`src/rtl/tlpq_ram.sv`:
```
// Generic simple dual-port RAM: one write port, one read port with
// registered read data. No dependencies.
`timescale 1ns / 1ps
`default_nettype none

module tlpq_ram #(
    parameter int WIDTH = 8,
    parameter int DEPTH = 64
) (
    input  wire logic                     i_clk,
    input  wire logic                     i_wr_en,
    input  wire logic [$clog2(DEPTH)-1:0] i_wr_addr,
    input  wire logic [WIDTH-1:0]         i_wr_data,
    input  wire logic                     i_rd_en,
    input  wire logic [$clog2(DEPTH)-1:0] i_rd_addr,
    output logic      [WIDTH-1:0]         o_rd_data
);

    logic [WIDTH-1:0] r_mem [DEPTH];
    logic [WIDTH-1:0] r_rd_data;

    always_ff @(posedge i_clk) begin
        if (i_wr_en) begin
            r_mem[i_wr_addr] <= i_wr_data;
        end
        if (i_rd_en) begin
            r_rd_data <= r_mem[i_rd_addr];
        end
    end

    assign o_rd_data = r_rd_data;

endmodule

`default_nettype wire

```
`config.mk`:
```
export PLATFORM = sky130hd
export DESIGN_NAME = tlpq_ram
export DESIGN_NICKNAME = d
export VERILOG_FILES = /design/src/rtl/tlpq_ram.sv
export SDC_FILE = /design/constraint.sdc
export NUM_CORES = 1
export LEC_CHECK = 0
export ABC_CLOCK_PERIOD_IN_PS = 3050
export BUFFER_PORTS_ARGS = -buffer_cell sky130_fd_sc_hd__clkbuf_2
export CAP_MARGIN = 20
export CORE_MARGIN = 5
export CORE_UTILIZATION = 67
export DETAILED_ROUTE_END_ITERATION = 7
export PLACE_DENSITY = 0.84
export SKIP_LAST_GASP = 1
export SLEW_MARGIN = 20
export SYNTH_ARGS = -nofsm -noshare
export SYNTH_HDL_FRONTEND = slang
export SYNTH_SLANG_ARGS = --single-unit
```
`constraint.sdc`:
```
create_clock -name i_clk -period 3.05 [get_ports i_clk]
set_input_delay 0.1525 -clock i_clk [delete_from_list [all_inputs] [get_ports i_clk]]
set_output_delay 0.1525 -clock i_clk [all_outputs]
set_load 0.01 [all_outputs]
```
==> impl_metrics.py <==
metrics = {
    "synthesis": {
        "yosys.cell_types.count": 39,
        "synth_top_cell_by_area": "edfxtp_1",
        "synth_area_leaders": "edfxtp_1 (77%), mux4_2 (14%), nor2_1 (1.5%)",
        "yosysSeqAreaShare_pct": 77.1,
        "synthFlopType": "edfxtp_1",
        "yosysWarnings": 0,
        "synthArstFlopShare_pct": 0,
        "synth_area_sq_um": 20200,
        "ys_ff_latch": 520,
        "yosysTopAreaCellShare_pct": 77.1,
        "syn_avg_cell_area_sq_um": 21.5,
        "synthCells": 940,
        "synth-edff-count": 520,
        "synth_fp_nets": 963,
    },
    "worst_setup_path": {
        "cp_top_family": "multiplexers",
        "critical_path.max_fanout": 1,
        "cp_slowest_cell": "mux4_2",
        "required_ns": 3.33,
        "critPathMaxStageDelay_ns": 0.45,
        "cp_num_buf_inv": 0,
        "crit_arrival_ns": 2.62,
        "crit_type": "reg -> reg",
        "cp-start-kind": "register",
        "critPathCaptureType": "register",
        "path_cells": "mux4_2, mux2_2, o221a_2, nor3_1, o32ai_1",
    },
    "min_path": {
        "hold_path_class": "in -> reg",
    },
    "clocking": {
        "cts_buffers": 49,
        "cts_tree": "built",
        "clock_latency_ns": 0.56,
        "htreeDepth": 2,
        "clock_sink_count": 520,
        "clock_path_buffers": 3,
        "root_buffer": "clkbuf_16",
        "cts-hold-fix-buffers": 0,
        "path_clk_slew_ns": 0.07,
        "post_cts_buffers": 0,
        "post_cts_resized": 0,
    },
    "timing": {
        "drv_slew": 0,
        "rsz0062_at_grt": "no",
        "period_needed_ns": 2.34,
        "max_clock_freq_mhz": 428,
        "worst_pin_slew_ns": 1.12,
        "hold_violations": 0,
        "fin_tns_setup_ns": 0,
        "finalSetupViolations": 0,
        "clock-skew-final_ns": 0.0217,
        "slew_headroom_pct": 25.3,
        "period_share_pct": 76.6,
    },
    "placement": {
        "hpwlAfterDp_microns": 27800,
        "io_buffers": 30,
        "place.gp.congestion": 0.831,
    },
    "layout": {
        "nets": 1053,
        "syn2layout_area_growth_pct": 12.2,
        "num-fill-cells": 1427,
        "final_layout_size_suffix_gt1_share_pct": 27.9,
    },
    "flow_run": {
        "cap_violations": 0,
    },
    "die": {
        "io_pins": 31,
        "core_area_sq_um": 29700,
        "fp.dieW_microns": 184,
        "fp.dieArea_sq_um": 33800,
        "die_y_microns": 184,
        "start_util_pct": 68.1,
        "fp-row-count": 63,
    },
    "drt": {
        "finalWirelength_microns": 46300,
        "ant_nets": 0,
        "drc": 0,
        "via_per_inst": 7.09,
        "dr.pass1.iters": 7,
        "post_drt_wl_per_cell_microns": 31.7,
        "num_vias": 10300,
        "drtIter0Drc": 1666,
    },
    "grt": {
        "overflow": 0,
        "antenna_found_initial": 2,
        "grt_start_max_net_pins": 65,
        "grt_pass1_vias": 10500,
        "grt.total_usage_pct": 28.1,
        "grt_pass1_wl_microns": 68700,
    },
    "power_and_ir_drop": {
        "power.total_mw": 14.8,
        "power.leakage_nw": 7.20,
        "power_density_nw_per_um2": 652,
        "vdd_drop_max_v": 0.000500,
    },
    "run_status": {
        "status": "finished, final reports clean",
    },
}
## synth_stat cells, drive strengths merged, types with 2 or more instances
master,count
o221ai,8
a22oi,3
a21oi,3
nand3b,3
mux2i,23
nand2b,7
nor2,83
buf,34
nor3,7
nor4,2
o32ai,2
mux2,13
a221oi,6
o2111ai,3
o221a,2
clkbuf,17
a2111oi,2
nand4,2
o21ai,4
o2bb2ai,3
edfxtp,520
nor2b,14
a211oi,4
nand3,13
mux4,126
o41ai,2
o22ai,8
nand2,19
o21a,2
## sequential cells by signal, summed over array words and instances, names as in the netlist
| name | flops |
|---|---|
| r_mem | 512 |
| o_rd_data | 8 |
## layout by cell type (no fill, tap or decap), drive strengths merged, types with 4 or more instances in the layout
master / count
bufinv: 7
a221oi: 6
mux2: 13
o221ai: 8
mux4: 126
nor3: 7
edfxtp: 520
buf: 63
nand2b: 7
mux2i: 23
nand2: 19
nor2: 83
o22ai: 8
nand3: 13
nor2b: 14
a211oi: 4
clkbuf: 87
o21ai: 4
clkinv: 20
## metrics by stage
step | area (sq um) | utilization [%] | setup slack, ns | instances | hold slack (ns)
2_1_floorplan | 20200 | - | 1.09 | 940 | 0.251
3_3_place_gp | 21100 | 71.0 | 0.370 | 1369 | 0.587
3_5_place_dp | 21100 | 71.0 | 0.346 | 1369 | 0.594
4_1_cts | 22700 | 76.4 | 0.683 | 1458 | 0.0146
5_1_grt | 22700 | 76.4 | 0.706 | 1459 | 0.0196
6_report | 22700 | 76.5 | 0.714 | 1460 | 0.0411
## power by group
part | internal (mW) | switching (mW)
logic | 0.285 | 0.467
clock network | 3.59 | 2.51
registers | 7.93 | 0.0249
total | 11.8 | 3.00
## area by class of cell
cell class	instances	area, sq um	share of cell area, %
clock inverters	29	329	1.45
well taps	390	488	2.15
diodes	2	5.00	0.0220
multi-input cells	369	4320	19.0
repair buffers	90	679	2.99
flip-flops and latches	520	15600	68.7
clock buffers	60	1290	5.67
## worst paths after layout
kind,from,end,slack (ns),cells after the start
max,r_mem[24][6],o_rd_data[6],0.71,5
min,i_rd_en,o_rd_data[5],0.04,1
max reg2reg,r_mem[24][6],o_rd_data[6],0.71,5
min reg2reg,r_mem[22][1],o_rd_data[1],0.95,4
## cell families after synthesis
kind of cell | Yosys count | synth area share [%]
muxes | 162 | 15.9
AOI/OAI and AO/OA | 54 | 2.06
DFF | 520 | 77.1
buffers and inverters | 51 | 1.56
and+or+nand+nor | 153 | 3.37
## routing by layer
layer | track usage [%] | part of all wire (%) | up-vias
met2 | 44.5 | 49 | 828
met5 | 0 | 0 | -
met4 | 8.22 | 3.1 | 0
met3 | 6.51 | 12 | 114
li1 | - | - | 4113
met1 | 40.6 | 36 | 5293
Power figures use the tool's default switching activity.
