[config.mk]
export PLATFORM = sky130hd
export DESIGN_NAME = tlpq_ring
export DESIGN_NICKNAME = d
export VERILOG_FILES = /design/src/rtl/tlpq_pkg.sv /design/src/rtl/tlpq_ram.sv /design/src/rtl/tlpq_ring.sv
export SDC_FILE = /design/constraint.sdc
export NUM_CORES = 1
export LEC_CHECK = 0
export BUFFER_PORTS_ARGS = -buffer_cell sky130_fd_sc_hd__buf_2
export CAP_MARGIN = 20
export CORE_AREA = 2 2 238 240
export DETAILED_ROUTE_END_ITERATION = 12
export DIE_AREA = 0 0 240 242
export PLACE_DENSITY = 0.51
export SLEW_MARGIN = 5
export SYNTH_ARGS = -nofsm -noshare
export SYNTH_HDL_FRONTEND = slang
export SYNTH_SLANG_ARGS = --single-unit
[constraint.sdc]
create_clock -name i_clk -period 3.3 [get_ports i_clk]
set_clock_uncertainty 0.2 [all_clocks]
set_input_delay 0.99 -clock i_clk [delete_from_list [all_inputs] [get_ports i_clk]]
set_output_delay 0.99 -clock i_clk [all_outputs]
set_load 0.02 [all_outputs]
[src/rtl/tlpq_pkg.sv]
// Package for the two-level preemptive queue scheduler: word formats,
// table entry layout, queue control structs and shared constants.
// No dependencies.
`timescale 1ns / 1ps
`default_nettype none

package tlpq_pkg;

    localparam int MAX_TASKS_DEF   = 64;
    localparam int QUEUE_DEPTH_DEF = 64;

    localparam int TASK_ID_W = 6;
    localparam int BURST_W   = 16;
    localparam int TIME_W    = 32;

    localparam logic OP_ARRIVE = 1'b0;
    localparam logic OP_TICK   = 1'b1;

    typedef struct packed {
        logic                 op;
        logic [TASK_ID_W-1:0] task_id;
        logic [BURST_W-1:0]   burst_len;
        logic                 is_user;
    } t_in_word;

    typedef struct packed {
        logic [TASK_ID_W-1:0] run_id;
        logic                 busy_res;
        logic                 finished;
        logic [TIME_W-1:0]    finish_time;
        logic [TIME_W-1:0]    turnaround;
        logic [TIME_W-1:0]    waiting;
    } t_out_word;

    // one task table entry, indexed by task id
    typedef struct packed {
        logic [BURST_W-1:0] burst;
        logic [BURST_W-1:0] remain;
        logic [TIME_W-1:0]  arrival;
        logic               is_user;
    } t_task_ent;

    typedef struct packed {
        logic push;
        logic pop;
        logic rd;
    } t_ring_ctl;

    typedef struct packed {
        logic empty;
        logic full;
    } t_ring_sts;

endpackage

`default_nettype wire

[src/rtl/tlpq_ram.sv]
// Generic simple dual-port RAM: one write port, one read port with
// registered read data. No dependencies.
`timescale 1ns / 1ps
`default_nettype none

module tlpq_ram #(
    parameter int WIDTH = 8,
    parameter int DEPTH = 64
) (
    input  wire logic                     i_clk,
    input  wire logic                     i_wr_en,
    input  wire logic [$clog2(DEPTH)-1:0] i_wr_addr,
    input  wire logic [WIDTH-1:0]         i_wr_data,
    input  wire logic                     i_rd_en,
    input  wire logic [$clog2(DEPTH)-1:0] i_rd_addr,
    output logic      [WIDTH-1:0]         o_rd_data
);

    logic [WIDTH-1:0] r_mem [DEPTH];
    logic [WIDTH-1:0] r_rd_data;

    always_ff @(posedge i_clk) begin
        if (i_wr_en) begin
            r_mem[i_wr_addr] <= i_wr_data;
        end
        if (i_rd_en) begin
            r_rd_data <= r_mem[i_rd_addr];
        end
    end

    assign o_rd_data = r_rd_data;

endmodule

`default_nettype wire

[src/rtl/tlpq_ring.sv]
// FIFO ring of task ids: head pointer, fill count and one RAM for the slots.
// Depends on tlpq_pkg and tlpq_ram.
`timescale 1ns / 1ps
`default_nettype none

module tlpq_ring
    import tlpq_pkg::*;
#(
    parameter int DEPTH = QUEUE_DEPTH_DEF,
    parameter int ID_W  = 6
) (
    input  wire logic            i_clk,
    input  wire logic            i_rst_n,
    input  wire t_ring_ctl       i_ctl,
    input  wire logic [ID_W-1:0] i_push_id,
    output logic      [ID_W-1:0] o_head_id,
    output t_ring_sts            o_sts
);

    localparam int AW = $clog2(DEPTH);
    localparam logic [AW:0]   DEPTH_V   = (AW+1)'(DEPTH);
    localparam logic [AW-1:0] HEAD_LAST = AW'(DEPTH - 1);

    logic [AW-1:0] r_head, n_head;
    logic [AW:0]   r_count, n_count;
    logic [AW:0]   w_tail_sum;
    logic [AW:0]   w_tail_wrap;
    logic [AW-1:0] w_tail;
    logic          w_full, w_empty;
    logic          w_push, w_pop;

    assign w_full  = (r_count == DEPTH_V);
    assign w_empty = (r_count == '0);
    assign w_push  = i_ctl.push && !w_full;
    assign w_pop   = i_ctl.pop && !w_empty;

    // head + count stays below twice the depth: one compare and subtract wraps it
    assign w_tail_sum  = {1'b0, r_head} + r_count;
    assign w_tail_wrap = (w_tail_sum >= DEPTH_V) ? (w_tail_sum - DEPTH_V) : w_tail_sum;
    assign w_tail      = w_tail_wrap[AW-1:0];

    always_comb begin
        n_head  = r_head;
        n_count = r_count;
        if (w_pop) begin
            n_head = (r_head == HEAD_LAST) ? '0 : r_head + AW'(1);
        end
        case ({w_push, w_pop})
            2'b10:   n_count = r_count + (AW+1)'(1);
            2'b01:   n_count = r_count - (AW+1)'(1);
            default: n_count = r_count;
        endcase
    end

    always_ff @(posedge i_clk) begin
        if (!i_rst_n) begin
            r_head  <= '0;
            r_count <= '0;
        end else begin
            r_head  <= n_head;
            r_count <= n_count;
        end
    end

    tlpq_ram #(
        .WIDTH (ID_W),
        .DEPTH (DEPTH)
    ) u_slots (
        .i_clk     (i_clk),
        .i_wr_en   (w_push),
        .i_wr_addr (w_tail),
        .i_wr_data (i_push_id),
        .i_rd_en   (i_ctl.rd),
        .i_rd_addr (r_head),
        .o_rd_data (o_head_id)
    );

    assign o_sts.empty = w_empty;
    assign o_sts.full  = w_full;

endmodule

`default_nettype wire

==> metrics.txt, run 1 <==
Hold Vio Cnt, Final 0; die area 58,080 um^2; cts bufs inserted 43; Die Y-Extent 242 um; post-synthesis instance total 858; Initial Util 29.56%; Final Cell Area just under 20,000 um^2; fin. max-slew vios 0; CTS Root Cell clkbuf_16; Via-to-Cell Ratio 4.812; number of placement rows 87; IO Pins 19; status finished clean; # setup viols final 0; DRT iter0 DRCs 706; RSZ-0062 raised after global routing no; routed len/inst 22.08 um; Slew headroom 30.10%; worst path buffer plus inverter count 2; Max-Cap Viols 0; min Tclk post-route 3.166 ns; port bufs 18; post-CTS setup buffers 0; Setup Total Neg Slack 0 ns; Nets around 1,000; Reg clk slew, reported paths 0.06 ns; clock latency on the worst-skew pair 0.57 ns; initial antenna violation count 1; dpl hpwl ~25 mm; average size of a mapped cell about 19 um^2; Worst-Margin Slew 1.045 ns; GRT overflow 0; max incr delay on CP 0.54 ns; first-pass GRT wire length 58.22 mm; WP data required 3.54 ns; vias in the first global route 8,615; Post-DP Area between 15,000 and 20,000 um^2; routability congestion estimate 0.7829; Crit Path Category reg -> reg; crit-path most repeated cell a21o_1; largest net degree at the start of global routing 53; antenna-violating nets left 0; P per Cell Area roughly 740 nW/um^2; critical path startpoint category register; number of clock sinks 403; drt pass-1 iters 5; H-tree level count 2; Fmax 315.9 MHz; maximum VDD drop ~410 uV; Hold Crit Class reg -> reg; Top Family by Delay on Critical Path simple AND/OR/NAND/NOR gates; Core Region 55,730 um^2; P_leak 6.270 nW; crit-path cells or4_4, buf_4, o41ai_4, inv_2, ha_4, ha_1, a21o_1, a21o_1, a21oi_2, nor3_1, or3b_2; area grow syn2layout 19.90%; ys flop type edfxtp_1; Critical Path AT 3.41 ns; Seq/Total Area, Yosys 72.68%; synthesis warning total 0; Synth cell types 55; Post-synth EDFFs 390; Slowest-stage cell, CP or4_4; Async SR Flop Fraction 0%; Max FO, Critical Path 4; register bit count reported by yosys 403; Post-route DRC 0; CTS tree yes; final core utilization 35.44%; final wirelength 39.28 mm; Post-Syn Area approximately 16,000 um^2; die width 240 um; share of layout cells above drive strength 1 28.84%; GR Util All Layers 13.68%; Mapped Nets 883; period utilisation layout 95.93%; Clock Tree Buf Depth 3; antenna diode count 0; Crit. End Element register; Vias between 8,000 and 9,000
## placed cells by master (no fill, tap or decap), drive strengths merged, types with 4 or more instances in the layout
| cell type | count |
|---|---|
| inv | 10 |
| nor2 | 13 |
| xnor2 | 9 |
| nor3 | 71 |
| nand3 | 9 |
| bufinv | 8 |
| edfxtp | 390 |
| mux4 | 88 |
| nand2b | 5 |
| clkbuf | 49 |
| mux2 | 8 |
| a211o | 5 |
| mux2i | 25 |
| clkinv | 12 |
| buf | 144 |
| a211oi | 18 |
| o221ai | 6 |
| dfxtp | 13 |
| o21ai | 11 |
| and2 | 8 |
| o211ai | 4 |
| nand2 | 32 |
| a21o | 4 |
| a22o | 6 |
| nor2b | 10 |
| xor2 | 5 |
| a21oi | 4 |
| ha | 12 |
## power by group
part	internal, mW	switching [mW]
Clock	3.02	1.99
Combinational	1.63	2.00
Sequential	5.87	0.139
## area by class of cell
| cell class | count | area [um^2] |
|---|---|---|
| clock buffer | 49 | 1099 |
| inverter | 9 | 33.78 |
| sequential | 403 | 11980 |
| tap | 756 | 945.9 |
| fill | 5287 | 35980 |
| timing repair buffer | 144 | 1174 |
| clock inverter | 24 | 349.1 |
| multi-input combinational | 394 | 4169 |
## per-layer routing
layer / wire, um / share of wire [%] / up-vias / track usage, %
li1: - / - / 3832 / -
met1: 18120 / 46 / 4441 / 20.11
met2: 18050 / 46 / 245 / 20.91
met3: 2360 / 6.0 / 43 / 2.290
met4: 750 / 1.9 / 0 / 3.745
met5: 0 / 0 / - / 0
## through the flow
| step | setup slack, ns | instances | hold slack (ns) | power [mW] |
|---|---|---|---|---|
| after floorplan | 0.05983 | 858 | 0.2935 | 8.456 |
| after global placement | 0.02433 | 1706 | 0.3486 | 9.753 |
| after detailed placement | 0.02321 | 1706 | 0.3565 | 9.746 |
| after CTS | 0.01222 | 1779 | 0.3690 | 14.81 |
| after global routing | 0.009807 | 1779 | 0.4024 | 15.28 |
| final | 0.1342 | 1779 | 0.3561 | 14.66 |
## cells in the mapped netlist (12+ instances only)
cell | instances | area, um^2
mux2i_1 | 25 | 250.2
ha_1 | 12 | 150.1
nor3_1 | 71 | 355.3
mux4_2 | 74 | 1667
a211oi_1 | 18 | 135.1
nand2_1 | 32 | 120.1
mux4_1 | 14 | 367.9
dfxtp_1 | 13 | 260.3
edfxtp_1 | 390 | 11710
nor2_1 | 13 | 48.80
clkbuf_1 | 23 | 86.33
## state kept, by name (all words and copies together) (netlist names)
signal             cells
r_count                7
r_head                 6
u_slots.o_rd_data      6
u_slots.r_mem        384
## worst reg2reg max path, cell delays in order (launching register included)
cell and delay, ns:
dfxtp_1 0.31, or4_4 0.54, buf_4 0.16, o41ai_4 0.27, inv_2 0.10, ha_4 0.19, ha_1 0.26, a21o_1 0.17
a21o_1 0.20, a21oi_2 0.15, nor3_1 0.07, or3b_2 0.43
## what timing repair did
action | CTS | global route
hold buffers | 0 | 0
resized for setup | 0 | 5
setup endpoints to repair | 0 | 98
## worst paths after layout
| check | start | end | slack [ns] | depth (start not counted) |
|---|---|---|---|---|
| worst max register to register | r_count[2]$_SDFFE_PN0P_ | r_count[5]$_SDFFE_PN0P_ | 0.13 | 11 |
| worst min-delay path | r_count[6]$_SDFFE_PN0P_ | r_count[6]$_SDFFE_PN0P_ | 0.36 | 3 |
| worst max-delay path | r_count[2]$_SDFFE_PN0P_ | r_count[5]$_SDFFE_PN0P_ | 0.13 | 11 |
| worst min register to register | r_count[6]$_SDFFE_PN0P_ | r_count[6]$_SDFFE_PN0P_ | 0.36 | 3 |
## logic make-up (layout without fill, tap and decap cells)
logic type               after synthesis  in the layout  share of synthesized area, %
AO/OA/AOI/OAI                         84             84                         3.965
XOR/XNOR                              14             14                        0.7444
AND/OR/NAND/NOR                      161            161                         4.915
flip-flops                           403            403                         72.68
buffers and inverters                 61            226                         2.127
multiplexers                         121            121                         14.42
adder cells (fa/ha/maj)               14             14                         1.155
No activity file was read; power rests on OpenSTA's default activity.
==> run 2, diff against run 1 <==
--- a/config.mk
+++ b/config.mk
@@ -10,7 +10,7 @@
 export CORE_AREA = 2 2 238 240
 export DETAILED_ROUTE_END_ITERATION = 12
 export DIE_AREA = 0 0 240 242
-export PLACE_DENSITY = 0.51
+export PLACE_DENSITY = 0.47
 export SLEW_MARGIN = 5
 export SYNTH_ARGS = -nofsm -noshare
 export SYNTH_HDL_FRONTEND = slang
==> run 2 against run 1 <==
Critical endpoint unchanged. Critical path depth is 1 lower. Largest cell class unchanged. Critical path type unchanged. Via count is 0.40% higher. Die area stayed put. Final area is 0.13% lower.
==> metrics.txt, run 2 (synthesis results as in run 1) <==
status finished clean; Via-to-Cell Ratio 4.802 (-0.22%); WP data required 3.53 ns (about the same); Worst-Margin Slew 0.7511 ns (-0.2935 ns); Post-route DRC 0 (unchanged); antenna diode count 0 (unchanged); Die Y-Extent 242 um (unchanged); fin. max-slew vios 0 (unchanged); Crit. End Element register; antenna-violating nets left 0 (unchanged); Max-Cap Viols 0 (unchanged); max reg flops 384 (unchanged); placed cells 1,710 (+0.23%); die width 240 um (unchanged); initial antenna violation count 0 (-1); critical path startpoint category register; most common cell after layout, fill and taps aside edfxtp_1; fin cells 1,790 (+0.62%); Crit Path Category reg -> reg; P per Cell Area 736.4 nW/um^2 (-0.78%); drt pass-1 iters 6 (+1); dpl hpwl 25.83 mm (+3.3%); Critical Path AT 3.44 ns (+0.03 ns); CTS Root Cell clkbuf_16; largest net degree at the start of global routing 50 (-5.7%); share of layout cells above drive strength 1 29.69% (+0.85 points); P_leak 6.281 nW (+0.17%); number of clock sinks 403 (unchanged); routed len/inst 22.31 um (+1.0%); pre-CTS setup slack 0.1012 ns (+0.07801 ns); number of placement rows 87 (unchanged); port bufs 18 (unchanged); die area 58,080 um^2 (unchanged); Core Region 55,730 um^2 (unchanged); first-pass GRT wire length 59.35 mm (+1.9%); routability congestion estimate 0.8194 (+4.7%); Initial Util 29.56% (unchanged); Reg2Reg Launch Point r_count[5]$_SDFFE_PN0P_; Post-DP Area 18,250 um^2 (-0.18%); largest register by flop count u_slots.r_mem; Final Cell Area 19,730 um^2 (-0.13%); area grow syn2layout 19.75%; biggest regs u_slots.r_mem x384, r_count x7; Slew headroom 49.93% (+20 points); period utilisation layout 97.24% (+1.3 points); Vias 8,595 (+0.40%); maximum VDD drop 353.2 uV (-14%); Final WS setup 0.09113 ns (-0.04307 ns); Setup Total Neg Slack 0 ns (unchanged); clock latency on the worst-skew pair 0.58 ns (about the same); layout filler cell count 5,267 (-0.38%); min-delay src r_count[6]$_SDFFE_PN0P_; Hold Crit Class reg -> reg; DRT iter0 DRCs 815 (+15%); hold_ws 0.3686 ns (+0.01249 ns); most frequent cells in the layout edfxtp_1, buf_4, mux4_2, nor3_1, clkbuf_16; crit path from r_count[5]$_SDFFE_PN0P_; Fmax 311.6 MHz (-1.3%); Reg clk slew, reported paths 0.05 ns (about the same); cts bufs inserted 45 (+4.7%); Max FO, Critical Path 4 (unchanged); vias in the first global route 8,786 (+2.0%); # setup viols final 0 (unchanged); Hold Vio Cnt, Final 0 (unchanged); GRT overflow 0 (unchanged); min Tclk post-route 3.209 ns (+0.04307 ns); Hold-fix buffers, CTS 0 (unchanged); H-tree level count 2 (unchanged); Clock Tree Buf Depth 3 (unchanged); final wirelength 39.93 mm (+1.7%); RSZ-0062 raised after global routing yes; IO Pins 19 (unchanged); GR Util All Layers 14.00% (+0.32 points); Nets 1,028 (+0.78%); CTS tree yes
-- run 2: worst paths after layout --
kind,end,slack [ns],cells past startpoint
worst max-delay path,r_count[5]$_SDFFE_PN0P_,0.09,10
worst min-delay path,r_count[6]$_SDFFE_PN0P_,0.37,3
worst max register to register,r_count[5]$_SDFFE_PN0P_,0.09,10
worst min register to register,r_count[6]$_SDFFE_PN0P_,0.37,3
-- run 2: report_power, final --
group / internal (mW) / total, mW / switching, mW / leakage [nW]
logic: 1.61 / 3.65 / 2.04 / 1.96
clock network: 2.87 / 4.89 / 2.01 / 0.696
registers: 5.87 / 5.99 / 0.113 / 3.62
total: 10.4 / 14.5 / 4.16 / 6.28
-- run 2: repair_timing --
item,4_1_cts,5_1_grt
endpoints found under the setup margin,0,2
resized for setup,0,6
setup buffers,0,2
-- run 2: worst max-delay path: stages (launching register included) --
cell     delay [ns]
dfxtp_2        0.32
or4_4          0.57
o41ai_4        0.38
inv_1          0.10
ha_2           0.21
ha_1           0.27
a21o_1         0.18
a21o_1         0.21
a21oi_2        0.16
nor3_1         0.06
or3b_2         0.43
-- run 2: through the flow --
step / power [mW] / util, %
2_1_floorplan: 8.456 / -
3_3_place_gp: 9.755 / 32.75
3_5_place_dp: 9.755 / 32.75
4_1_cts: 14.68 / 35.32
5_1_grt: 15.15 / 35.39
6_report: 14.53 / 35.39
-- run 2: layout make-up --
class                      count  area [um^2]  share of cell area (%)
inverter                       9        33.78                  0.1713
timing repair buffer         150         1160                   5.880
multi-input combinational    394         4169                   21.14
sequential                   403        11980                   60.74
clock buffer                  54         1181                   5.988
clock inverter                24        254.0                   1.288
tap                          756        945.9                   4.795
-- run 2: per-layer routing --
metal | up-vias | GRT usage (%) | routed length (um)
li1 | 3848 | - | -
met1 | 4510 | 20.09 | 18820
met2 | 193 | 21.83 | 18650
met3 | 44 | 2.290 | 1709
met4 | 0 | 4.183 | 752
met5 | - | 0 | 0
==> run 3, diff against run 2 <==
--- a/config.mk
+++ b/config.mk
@@ -11,6 +11,7 @@
 export DETAILED_ROUTE_END_ITERATION = 12
 export DIE_AREA = 0 0 240 242
 export PLACE_DENSITY = 0.47
+export RECOVER_POWER = 50
 export SLEW_MARGIN = 5
 export SYNTH_ARGS = -nofsm -noshare
 export SYNTH_HDL_FRONTEND = slang
==> run 3 against run 2 <==
Sequential share of layout area rose by 0.19 points. Final cell count stayed put. Final area fell by 0.31%. The flow now finishes with violations (capacitance limit, slew limit). Power barely moved. Hold slack barely moved. Combinational power about the same. Sequential power about the same. Via count shrank 0.21%.
==> metrics.txt, run 3 (synthesis results as in run 1) <==
status finished with violations; failing checks capacitance limit, slew limit; die width 240 um (unchanged); routability congestion estimate 0.8194 (unchanged); clock latency on the worst-skew pair 0.58 ns (about the same); Nets 1,028 (unchanged); P per Cell Area 738.7 nW/um^2 (+0.31%); DRT iter0 DRCs 815 (unchanged); Overall Power 14.53 mW (about the same); Vias 8,577 (-0.21%); Clk pwr share 33.7% (about the same); Post-DP Area 18,250 um^2 (unchanged); Max-Cap Viols 2 (+2); fin. max-slew vios 67 (+67); maximum VDD drop 353.2 uV (about the same); Reg clk slew, reported paths 0.05 ns (about the same); Initial Util 29.56% (unchanged); number of clock sinks 403 (unchanged); first-pass GRT wire length 59.35 mm (unchanged); final wirelength 39.97 mm (about the same); Fmax 311.6 MHz (about the same); GR Util All Layers 14.00% (unchanged); WP data required 3.53 ns (about the same); Hold-fix buffers, CTS 0 (unchanged); area grow syn2layout 19.38%; GRT overflow 0 (unchanged); largest register by flop count u_slots.r_mem; CTS tree yes; Clock Tree Buf Depth 3 (unchanged); CTS Root Cell clkbuf_16; port bufs 18 (unchanged); pre-CTS setup slack 0.1012 ns (unchanged); IO Pins 19 (unchanged); max reg flops 384 (unchanged); Slowest-stage cell, CP or4_4; P_int 10.36 mW (about the same); cts bufs inserted 45 (unchanged); Final Cell Area 19,660 um^2 (-0.31%); max incr delay on CP 0.57 ns (about the same); Core Region 55,730 um^2 (unchanged); drt pass-1 iters 6 (unchanged); Combinational Power Share 25.1% (about the same); most common cell after layout, fill and taps aside edfxtp_1; Hold Vio Cnt, Final 0 (unchanged); Die Y-Extent 242 um (unchanged); antenna-violating nets left 0 (unchanged); Sw Pwr 4.167 mW (+0.12%); Slew headroom -18.91% (-69 points); share of layout cells above drive strength 1 28.05% (-1.6 points); # setup viols final 0 (unchanged); Crit. End Element register; crit-path cells or4_4, o41ai_4, inv_1, ha_2, ha_1, a21o_1, a21o_1, a21oi_2, nor3_1, or3b_2; P_leak 6.220 nW (-0.97%); routed len/inst 22.33 um (about the same); Final WS setup 0.09111 ns (-0.00001950 ns); layout filler cell count 5,285 (+0.34%); period utilisation layout 97.24% (about the same); Crit Path Category reg -> reg; initial antenna violation count 0 (unchanged); largest net degree at the start of global routing 50 (unchanged); biggest regs u_slots.r_mem x384, r_count x7; Worst-Margin Slew 1.784 ns (+1.033 ns); crit-path most repeated cell a21o_1; RSZ-0062 raised after global routing yes; Max FO, Critical Path 4 (unchanged); min Tclk post-route 3.209 ns (+0.00001950 ns); Post-route DRC 0 (unchanged); Hold Crit Class reg -> reg; dpl hpwl 25.83 mm (unchanged); vias in the first global route 8,786 (unchanged); critical path startpoint category register; H-tree level count 2 (unchanged); Reg power frac 41.2% (about the same); Critical Path AT 3.44 ns (about the same); antenna diode count 0 (unchanged); Sw Ratio 28.69% (+0.033 points); number of placement rows 87 (unchanged); die area 58,080 um^2 (unchanged); most frequent cells in the layout edfxtp_1, buf_4, mux4_2, nor3_1, clkbuf_16; Via-to-Cell Ratio 4.792 (-0.21%)
## run 3: cell types whose count changed in the layout (fill, tap and decap cells not counted)
cell      delta
clkbuf_1    +17
buf_4       -10
buf_2        -7
buf_12       -1
clkbuf_2     +1
## run 3: critical path: cells and delay by family, from the launching register on
family / cells / cell delay (ns)
buffers and inverters: 1 / 0.10
DFF: 1 / 0.32
AOI/OAI and AO/OA: 4 / 0.93
and+or+nand+nor: 3 / 1.06
adders and majority gates: 2 / 0.48
## run 3: per-layer routing
layer,vias up,share of wire [%],GRT usage [%]
met5,-,0,0
met3,44,4.5,2.290
met1,4512,47,20.09
li1,3839,-,-
met4,0,1.9,4.183
met2,182,47,21.83
## run 3: layout make-up
type	instances	area [um^2]	area share [%]
multi-input cells	394	4169	21.20
clock buffers	54	1181	6.007
well taps	756	945.9	4.810
repair buffers	150	1099	5.587
clock inverters	24	254.0	1.292
inverters	9	33.78	0.1718
flip-flops and latches	403	11980	60.93
## run 3: path summary, 6_finish.rpt
path / start / end / slack, ns / cells past startpoint
min: r_count[6]$_SDFFE_PN0P_ / r_count[6]$_SDFFE_PN0P_ / 0.37 / 3
min reg2reg: r_count[6]$_SDFFE_PN0P_ / r_count[6]$_SDFFE_PN0P_ / 0.37 / 3
max: r_count[5]$_SDFFE_PN0P_ / r_count[5]$_SDFFE_PN0P_ / 0.09 / 10
max reg2reg: r_count[5]$_SDFFE_PN0P_ / r_count[5]$_SDFFE_PN0P_ / 0.09 / 10
## run 3: power by group through the flow
stage               clock network [mW]  registers, mW  logic, mW
floorplan                            0           6.09       2.36
global placement                     0           6.09       3.66
detailed placement                   0           6.10       3.66
CTS                               5.01           5.99       3.67
global route                      5.21           6.01       3.92
finish                            4.89           5.99       3.64
## run 3: through the flow
stage	cells	utilization, %	hold slack, ns	TNS (ns)
floorplan	858	-	0.2935	0
global placement	1710	32.75	0.3648	0
detailed placement	1710	32.75	0.3758	0
CTS	1788	35.32	0.3795	0
global route	1790	35.28	0.4491	-0.03252
finish	1790	35.28	0.3686	0
## run 3: timing repair
item | in CTS | in global routing
endpoints found under the setup margin | 0 | 2
hold endpoints to repair | 0 | 0
gates resized for setup | 0 | 6
buffers inserted | 0 | 2
